File: config.mk
export PLATFORM = sky130hd
export DESIGN_NAME = rgb_to_hsv_converter_core
export DESIGN_NICKNAME = d
export VERILOG_FILES = /design/src/rtl/core/rhsv_pkg.sv /design/src/rtl/core/rhsv_div.sv /design/src/rtl/core/rgb_to_hsv_converter_core.sv
export SDC_FILE = /design/constraint.sdc
export NUM_CORES = 2
export LEC_CHECK = 0
export BUFFER_PORTS_ARGS = -buffer_cell sky130_fd_sc_hd__clkbuf_2
export CAP_MARGIN = 20
export CORE_UTILIZATION = 69
export DETAILED_ROUTE_END_ITERATION = 10
export GPL_ROUTABILITY_DRIVEN = 0
export GPL_TIMING_DRIVEN = 0
export PLACE_DENSITY = 0.95
export SETUP_SLACK_MARGIN = 0.02
export SYNTH_ARGS = -nofsm -noshare
export SYNTH_HDL_FRONTEND = slang
export SYNTH_SLANG_ARGS = --single-unit
export TNS_END_PERCENT = 10
File: constraint.sdc
create_clock -name aclk -period 69.7 [get_ports aclk]
set_input_delay 3.485 -clock aclk [delete_from_list [all_inputs] [get_ports aclk]]
set_output_delay 3.485 -clock aclk [all_outputs]
set_load 0.1 [all_outputs]
File: src/rtl/core/rhsv_pkg.sv
// Shared widths, constants and types for the RGB to HSV conversion core.
`default_nettype none

package rhsv_pkg;

    localparam int CH_W     = 8;
    localparam int HUE_W    = 15;
    localparam int DIV_QW   = 12;
    localparam int NUM_W    = 20;

    localparam int HUE_SECTOR = 3840;
    localparam int HUE_CIRCLE = 23040;

    localparam logic [HUE_W-1:0] HUE_BASE_RED   = HUE_W'(0);
    localparam logic [HUE_W-1:0] HUE_BASE_GREEN = HUE_W'(2 * HUE_SECTOR);
    localparam logic [HUE_W-1:0] HUE_BASE_BLUE  = HUE_W'(4 * HUE_SECTOR);
    localparam logic [HUE_W:0]   HUE_WRAP       = (HUE_W + 1)'(HUE_CIRCLE);

    typedef enum logic [1:0] {
        SECT_RED,
        SECT_GREEN,
        SECT_BLUE
    } sector_t;

    typedef struct packed {
        logic               achrom;
        logic               neg;
        sector_t            sector;
        logic [CH_W-1:0]    hi;
    } side_t;

endpackage

`default_nettype wire

File: src/rtl/core/rhsv_div.sv
// Pipelined restoring divider, one quotient bit per register stage.
`default_nettype none

module rhsv_div
    import rhsv_pkg::*;
(
    input  wire logic              aclk,
    input  wire logic              en,
    input  wire logic [NUM_W-1:0]  num,
    input  wire logic [CH_W-1:0]   den,
    output logic [DIV_QW-1:0]      quo,
    output logic                   rem_nz
);

    logic [NUM_W-1:0]  rem_reg  [DIV_QW];
    logic [CH_W-1:0]   den_reg  [DIV_QW];
    logic [DIV_QW-1:0] quo_reg  [DIV_QW];
    logic [NUM_W-1:0]  rem_next [DIV_QW];
    logic [CH_W-1:0]   den_next [DIV_QW];
    logic [DIV_QW-1:0] quo_next [DIV_QW];

    always_comb begin
        logic [NUM_W-1:0]  rin;
        logic [CH_W-1:0]   din;
        logic [DIV_QW-1:0] qin;
        logic [NUM_W-1:0]  trial;
        for (int s = 0; s < DIV_QW; s++) begin
            if (s == 0) begin
                rin = num;
                din = den;
                qin = '0;
            end else begin
                rin = rem_reg[s-1];
                din = den_reg[s-1];
                qin = quo_reg[s-1];
            end
            trial = NUM_W'(din) << (DIV_QW - 1 - s);
            den_next[s] = din;
            if (rin >= trial) begin
                rem_next[s] = rin - trial;
                quo_next[s] = qin | (DIV_QW'(1) << (DIV_QW - 1 - s));
            end else begin
                rem_next[s] = rin;
                quo_next[s] = qin;
            end
        end
    end

    always_ff @(posedge aclk) begin
        if (en) begin
            for (int s = 0; s < DIV_QW; s++) begin
                rem_reg[s] <= rem_next[s];
                den_reg[s] <= den_next[s];
                quo_reg[s] <= quo_next[s];
            end
        end
    end

    assign quo    = quo_reg[DIV_QW-1];
    assign rem_nz = |rem_reg[DIV_QW-1];

endmodule

`default_nettype wire

File: src/rtl/core/rgb_to_hsv_converter_core.sv
// Top level of the RGB to HSV conversion core.
// Throughput: one pixel per cycle unless the output stalls; a stage for channel sort,
// twelve divider stages (one quotient bit each, hue and saturation side by side),
// one hue stage.
// The whole pipe holds while the output register is full and not taken.
// Reset (synchronous, active low) clears all valid bits; payload is not reset.
`default_nettype none

module rgb_to_hsv_converter_core
    import rhsv_pkg::*;
(
    input  wire logic              aclk,
    input  wire logic              aresetn,
    input  wire logic              s_valid,
    output logic                   s_ready,
    input  wire logic [CH_W-1:0]   s_red,
    input  wire logic [CH_W-1:0]   s_green,
    input  wire logic [CH_W-1:0]   s_blue,
    output logic                   m_valid,
    input  wire logic              m_ready,
    output logic [HUE_W-1:0]       m_hue,
    output logic [CH_W-1:0]        m_saturation,
    output logic [CH_W-1:0]        m_brightness
);

    logic              adv;

    side_t             side1_next;
    logic [CH_W-1:0]   diff1_next;
    logic [CH_W-1:0]   delta1_next;
    logic [CH_W-1:0]   lo1;
    logic [CH_W-1:0]   plus1;
    logic [CH_W-1:0]   minus1;

    logic              vld1_reg;
    side_t             side1_reg;
    logic [CH_W-1:0]   diff1_reg;
    logic [CH_W-1:0]   delta1_reg;

    logic              vld_reg  [DIV_QW];
    side_t             side_reg [DIV_QW];

    logic [NUM_W-1:0]  hue_num;
    logic [NUM_W-1:0]  sat_num;
    logic [DIV_QW-1:0] hue_quo;
    logic              hue_rem_nz;
    logic [DIV_QW-1:0] sat_quo;
    logic              sat_rem_nz;

    side_t             side_out;
    logic [HUE_W-1:0]  base;
    logic [HUE_W:0]    hue_sum;
    logic [HUE_W:0]    qq;
    logic [HUE_W-1:0]  hue_next;
    logic [CH_W-1:0]   sat_next;

    logic              m_valid_reg;
    logic [HUE_W-1:0]  m_hue_reg;
    logic [CH_W-1:0]   m_sat_reg;
    logic [CH_W-1:0]   m_bright_reg;

    assign adv     = !m_valid_reg || m_ready;
    assign s_ready = adv;

    always_comb begin
        lo1 = s_red;
        if (s_green < lo1) begin
            lo1 = s_green;
        end
        if (s_blue < lo1) begin
            lo1 = s_blue;
        end
        priority if (s_red >= s_green && s_red >= s_blue) begin
            side1_next.sector = SECT_RED;
            side1_next.hi     = s_red;
            plus1             = s_green;
            minus1            = s_blue;
        end else if (s_green >= s_blue) begin
            side1_next.sector = SECT_GREEN;
            side1_next.hi     = s_green;
            plus1             = s_blue;
            minus1            = s_red;
        end else begin
            side1_next.sector = SECT_BLUE;
            side1_next.hi     = s_blue;
            plus1             = s_red;
            minus1            = s_green;
        end
        side1_next.achrom = (s_red == s_green) && (s_green == s_blue);
        side1_next.neg    = plus1 < minus1;
        diff1_next        = side1_next.neg ? (minus1 - plus1) : (plus1 - minus1);
        delta1_next       = side1_next.hi - lo1;
    end

    always_ff @(posedge aclk) begin
        if (!aresetn) begin
            vld1_reg <= 1'b0;
        end else if (adv) begin
            vld1_reg <= s_valid;
        end
        if (adv) begin
            side1_reg  <= side1_next;
            diff1_reg  <= diff1_next;
            delta1_reg <= delta1_next;
        end
    end

    assign hue_num = (NUM_W'(diff1_reg) << 12) - (NUM_W'(diff1_reg) << 8);
    assign sat_num = (NUM_W'(delta1_reg) << 8) - NUM_W'(delta1_reg);

    rhsv_div u_hue_div (
        .aclk   (aclk),
        .en     (adv),
        .num    (hue_num),
        .den    (delta1_reg),
        .quo    (hue_quo),
        .rem_nz (hue_rem_nz)
    );

    rhsv_div u_sat_div (
        .aclk   (aclk),
        .en     (adv),
        .num    (sat_num),
        .den    (side1_reg.hi),
        .quo    (sat_quo),
        .rem_nz (sat_rem_nz)
    );

    always_ff @(posedge aclk) begin
        if (!aresetn) begin
            for (int s = 0; s < DIV_QW; s++) begin
                vld_reg[s] <= 1'b0;
            end
        end else if (adv) begin
            vld_reg[0] <= vld1_reg;
            for (int s = 1; s < DIV_QW; s++) begin
                vld_reg[s] <= vld_reg[s-1];
            end
        end
        if (adv) begin
            side_reg[0] <= side1_reg;
            for (int s = 1; s < DIV_QW; s++) begin
                side_reg[s] <= side_reg[s-1];
            end
        end
    end

    assign side_out = side_reg[DIV_QW-1];

    always_comb begin
        unique case (side_out.sector)
            SECT_RED:   base = HUE_BASE_RED;
            SECT_GREEN: base = HUE_BASE_GREEN;
            SECT_BLUE:  base = HUE_BASE_BLUE;
            default:    base = HUE_BASE_RED;
        endcase
        qq = (HUE_W + 1)'(hue_quo) + (HUE_W + 1)'(hue_rem_nz);
        if (!side_out.neg) begin
            hue_sum = (HUE_W + 1)'(base) + (HUE_W + 1)'(hue_quo);
        end else if ((HUE_W + 1)'(base) >= qq) begin
            hue_sum = (HUE_W + 1)'(base) - qq;
        end else begin
            hue_sum = (HUE_W + 1)'(base) + HUE_WRAP - qq;
        end
        if (hue_sum >= HUE_WRAP) begin
            hue_sum = hue_sum - HUE_WRAP;
        end
        if (side_out.achrom) begin
            hue_next = '0;
            sat_next = '0;
        end else begin
            hue_next = hue_sum[HUE_W-1:0];
            sat_next = sat_quo[CH_W-1:0] | {CH_W{sat_rem_nz & 1'b0}};
        end
    end

    always_ff @(posedge aclk) begin
        if (!aresetn) begin
            m_valid_reg <= 1'b0;
        end else if (adv) begin
            m_valid_reg <= vld_reg[DIV_QW-1];
        end
        if (adv) begin
            m_hue_reg    <= hue_next;
            m_sat_reg    <= sat_next;
            m_bright_reg <= side_out.hi;
        end
    end

    assign m_valid      = m_valid_reg;
    assign m_hue        = m_hue_reg;
    assign m_saturation = m_sat_reg;
    assign m_brightness = m_bright_reg;

endmodule

`default_nettype wire

== Word-level counts from Yosys, hierarchy flattened ==
Memory sizes are Yosys's and may differ from the RTL's. A register that Yosys moved wholly into a read port is not among the register bits.
Cells that the tools add are included.
Word-level totals
  register bits: 52
  latch bits: 0
  bits in writable memories: 1116
  bits in read-only memories: 0
  logic and storage cells: 184
  memories kept: 8
Operators by class
  add/subtract/negate cells: 35
  multiply operators: 0
  div/mod/pow operators: 0
  magnitude comparators: 32
  eq/ne operators: 4
  shift operators: 0
  multiplexer cells: 78
  bitwise gates (word level): 12
  reductions and logical operators: 6
Memory list
  u_hue_div.rem_reg: words 12, bits a word 20, read ports 12, clocked after Yosys merged registers in 0, write ports 12, RTL line rhsv_div.sv:15  | logic [NUM_W-1:0] rem_reg [DIV_QW];
  u_sat_div.rem_reg: words 12, bits a word 20, read ports 11, clocked after Yosys merged registers in 0, write ports 12, RTL line rhsv_div.sv:15
  side_reg: words 12, bits a word 12, read ports 12, clocked after Yosys merged registers in 0, write ports 12, RTL line rgb_to_hsv_converter_core.sv:41  | side_t side_reg [DIV_QW];
  u_hue_div.quo_reg: words 12, bits a word 12, read ports 12, clocked after Yosys merged registers in 0, write ports 12, RTL line rhsv_div.sv:17  | logic [DIV_QW-1:0] quo_reg [DIV_QW];
  u_sat_div.quo_reg: words 12, bits a word 12, read ports 12, clocked after Yosys merged registers in 1, write ports 12, RTL line rhsv_div.sv:17
  u_hue_div.den_reg: words 12, bits a word 8, read ports 11, clocked after Yosys merged registers in 0, write ports 12, RTL line rhsv_div.sv:16  | logic [CH_W-1:0] den_reg [DIV_QW];
  +2 memories
Operators with widths (number)
  $mux 20: 24
  $mux 8: 10
  $sub 20x16->20: 3
  $ge 20x10->1: 2
  $ge 20x11->1: 2
  $ge 20x12->1: 2
  $ge 20x13->1: 2
  $ge 20x14->1: 2
  $ge 20x15->1: 2
  $ge 20x16->1: 2
  $ge 20x17->1: 2
  $ge 20x18->1: 2
  $ge 20x19->1: 2
  $ge 20x8->1: 2
  $ge 20x9->1: 2
  $sub 20x10->20: 2
  $sub 20x11->20: 2
  $sub 20x12->20: 2
  $sub 20x13->20: 2
  $sub 20x14->20: 2
  $sub 20x15->20: 2
  $sub 20x17->20: 2
  $sub 20x18->20: 2
  $sub 20x19->20: 2
  36 further kinds: 88

== Logic depth before layout (Yosys ltp) ==
An unclocked memory read counts as a cell.
  depth after elaboration: 9
  depth in mapped cells: 26
  mapped depth without buffers: 25

== Hierarchy ==
From an unflattened synthesis, not the netlist that was laid out.
Second synthesis, totals
  cells, all modules: 3931
  area, all modules: 50596.0 µm²
By module, submodules not included
  rhsv_div at u_hue_div: instances 1, cells an instance 1511, area each 19713.9 µm², sequential area each 12191.7 µm²
  rhsv_div at u_sat_div: instances 1, cells an instance 1502, area each 19613.8 µm², sequential area each 12191.7 µm²
  rgb_to_hsv_converter_core: instances 1, cells an instance 918, area each 11268.3 µm², sequential area each 6406.1 µm²

== Worst setup path after synthesis ==
No wires, ideal clock.
  kind: input -> output
  start: input m_ready
  end: output s_ready
  data arrival time: 26.002 ns
  data required time: 66.215 ns
  path slack: 40.213 ns
  stages: 3
  buffers on the path: 1
  cells stage by stage: nor2b_1 inv_1 clkbuf_1
Between the ends
  word-level cells in the longest chain between the ends: 1
Ends and longest elaborated chain
  start, declared: RTL line rgb_to_hsv_converter_core.sv:20  | input wire logic m_ready,
  $logic_or 1x1->1: RTL line rgb_to_hsv_converter_core.sv:62  | assign adv = !m_valid_reg || m_ready;
  end, declared: RTL line rgb_to_hsv_converter_core.sv:15  | output logic s_ready,
Every way passes these cells.

== Worst setup path after layout ==
Same ends and word-level chain as after synthesis.

==> flow_summary.toml <==
[clock_tree]
cts_resized = 0
cts_sinks = 808
clkTransAtPathRegs_ns = 0.06
cts_hold_buf = 0
cts.htree.levels = 3
clk_latency_ns = 0.65
cts_root_buffer = "clkbuf_16"
post-cts-setup-buffers = 0
cts_tree = "done"
clockBufferDepth = 3
numCtsBuffers = 81

[global_route]
grt_use_total_pct = 28.9
grt_max_degree = 78
grt_pass1_wl_um = 142000
met3_usage_pct = 4.72
grt_pass1_vias = 29300
met1_usage_pct = 29.6
antenna_found_initial = 1
top_usage_layer = "met2"
gr-total-overflow = 0
use_met2_pct = 54.8

[power_and_ir_drop]
switching_power_mw = 1.00
pwr-share-seq_pct = 37.9
leakage_nw = 18.7
power_density_nw_per_um2 = 55.4
design_power_total_mw = 2.56
ir_worst_vdd_v = 0.0000351
power.share.combinational_pct = 44.9
p_sw_share_pct = 39.2
clkPwrFrac_pct = 17.2
intPower_mw = 1.56

[cells_and_area]
largest_reg_flops = 220
antenna-diode-count = 0
drive_gt1_share_pct = 6.39
layout_commonest_cell = "edfxtp_1"
nets = 4022
syn2layout_area_growth_pct = 10.2
mostFrequentLayoutCells = "797 x edfxtp_1, 379 x inv_1, 275 x ha_1"

[synth]
syn_inst = 3531
syn_avg_cell_area_um2 = 11.9
synth-adder-area-share_pct = 9.61
syn-cell-area_um2 = 41900
synth_top_family_by_area = "simple AND/OR/NAND/NOR gates"
synth.distinct_cells = 78
synth-seq-cells = 808
synth-simple-area-share_pct = 12.0
synth_compound_area_share_pct = 9.58
async_reset_ff_share_pct = 0
ys.flop_type = "edfxtp_1"
muxShareOfSynthArea_pct = 1.59
synth-edff-count = 797
yosysSeqAreaShare_pct = 57.7
yosysWarningCount = 0
synth_xor_xnor_area_share_pct = 5.50

[placed_design]
port_buffers = 60
hpwl_um = 57500

[floorplanning]
io_pins = 61
core_region_area_um2 = 59500
die_width_um = 248
initial_utilization_pct = 70.4
dieArea_um2 = 61700
row_count = 89
fp.dieH_um = 248

[timing]
hold_viol_final = 0
fin_hold_ws_ns = 0.403
fmax_mhz = 113
final_max_slew_viol_count = 0
layout_min_cycle_time_ns = 8.85
post-route-period-util_pct = 12.7
skew_ns = 0.0267
setup_violations = 0
worstMarginPinSlew_ns = 1.19
relSlewSlack_pct = 20.3
fin_tns_setup_ns = 0
rsz0062_at_grt = "no"

[outcome]
status = "finished with violations"
violations = "design-rule violations"

[hold_path]
holdPathStages = 0
hold_end = "side_reg[1][8]$_DFFE_PN_"
hold_start = "side_reg[0][44]$_DFFE_PN_"
min_path_type = "reg2reg"

[routing]
routed_via_density = 6.29
wirelength_um = 88500
ant_nets = 0
drc_errors = 1
drt-initial-drc-count = 2806
wl_per_cell_um = 19.6
dr_total_vias = 28500
first_pass_iters = 9

[worst_setup_path]
end_kind = "primary output"
start_kind = "input pin"
crit_type = "in2out"
timing.rr.start = "u_hue_div.rem_reg[2][74]$_DFFE_PN_"
rr_endpoint = "m_hue[10]$_SDFFCE_PP0N_"
critPathArrivalTime_ns = 5.37
r2r_slack_ns = 63.62
reg2reg_depth = 19
critPathMaxFanout = 48
worstPathRequired_ns = 66.22

[job]
max_cap_violations = 0
-- how the worst max path moves through the flow --
| stage | from | end | slack, ns |
|---|---|---|---|
| 2_1_floorplan | m_ready | s_ready | 40.21 |
| 3_3_place_gp | m_ready | s_ready | 32.07 |
| 3_5_place_dp | s_red[0] | diff1_reg[5]$_DFFE_PN_ | 60.80 |
| 4_1_cts | m_ready | s_ready | 60.85 |
| 5_1_grt | m_ready | s_ready | 60.73 |
| 6_report | m_ready | s_ready | 60.85 |
-- power by group through the flow --
stage	Clock (mW)	Sequential, mW	Combinational [mW]
final	0.440	0.969	1.15
after global routing	0.462	0.985	1.25
after CTS	0.441	0.962	1.13
after detailed placement	0	0.962	1.08
after global placement	0	0.944	0.991
after floorplan	0	0.956	0.813
-- layer usage --
| layer | part of all wire [%] | vias up | wire length, um |
|---|---|---|---|
| met1 | 35 | 13500 | 30700 |
| met2 | 54 | 1481 | 47400 |
| met3 | 6.0 | 408 | 5330 |
| met5 | 0.015 | - | 13 |
| met4 | 5.8 | 2 | 5140 |
| li1 | - | 13000 | - |
-- critical path, stage by stage --
cell and delay [ns]:
clkbuf_2 0.08, nor2b_1 0.07, inv_1 0.10, clkbuf_4 0.50, buf_12 0.31, buf_12 0.28, clkbuf_2 0.50
-- final cells by class --
type / count / area, um^2
clock buffer: 101 / 2100
multi-input combinational: 2280 / 16000
sequential: 808 / 24200
inverter: 381 / 1430
clock inverter: 46 / 578
timing repair buffer: 74 / 619
buffer: 64 / 270
fill: 2963 / 13300
tap: 773 / 967
-- cells in the mapped netlist (5+ instances only) --
master,instances,area share (%)
edfxtp_1,797,57
inv_1,379,3.4
ha_1,275,8.2
nor2_1,260,2.3
nand2_1,248,2.2
o21ai_0,186,2.2
a21oi_1,180,2.2
xnor2_1,152,3.2
xor2_1,111,2.3
nor3_1,79,0.94
nor2b_1,71,1.1
a21boi_0,70,1.3
nor4_1,60,0.90
clkbuf_1,53,0.48
nand2b_1,53,0.79
a21o_1,51,0.91
o31ai_1,50,0.90
mux2i_1,45,1.1
nand3_1,41,0.49
nand4_1,38,0.57
or3_1,31,0.46
fa_1,29,1.4
o21a_1,28,0.50
and2_1,19,0.28
mux2_2,17,0.46
or4_1,17,0.30
and3_1,15,0.22
o21bai_1,15,0.27
nand4b_1,14,0.29
nand3b_1,12,0.22
dfxtp_1,11,0.53
a211oi_1,10,0.18
a31oi_1,9,0.13
nor3b_1,8,0.14
a2111oi_0,7,0.15
nor4b_1,7,0.15
or2_2,6,0.090
buf_1,5,0.045
or4b_2,5,0.12
-- per-stage QoR --
| stage | instance area [um^2] | setup WS [ns] | util (%) | instances |
|---|---|---|---|---|
| 6_report | 46100 | 60.85 | 77.6 | 4527 |
| 5_1_grt | 46100 | 60.73 | 77.6 | 4527 |
| 4_1_cts | 46100 | 60.85 | 77.6 | 4526 |
| 3_5_place_dp | 43500 | 60.80 | 73.1 | 4379 |
| 3_3_place_gp | 43100 | 32.07 | 72.5 | 4366 |
| 2_1_floorplan | 41900 | 40.21 | - | 3533 |
-- cells by family (layout without fill, tap and decap cells) --
family / after synthesis / count (layout)
and+or+nand+nor: 999 / 999
DFF: 808 / 808
AOI/OAI and AO/OA: 646 / 646
buffers and inverters: 445 / 666
adders and majority gates: 304 / 304
xor gates and xnor gates: 263 / 263
muxes: 64 / 64
other: 2 / 4
No activity file was read; power rests on OpenSTA's default activity.
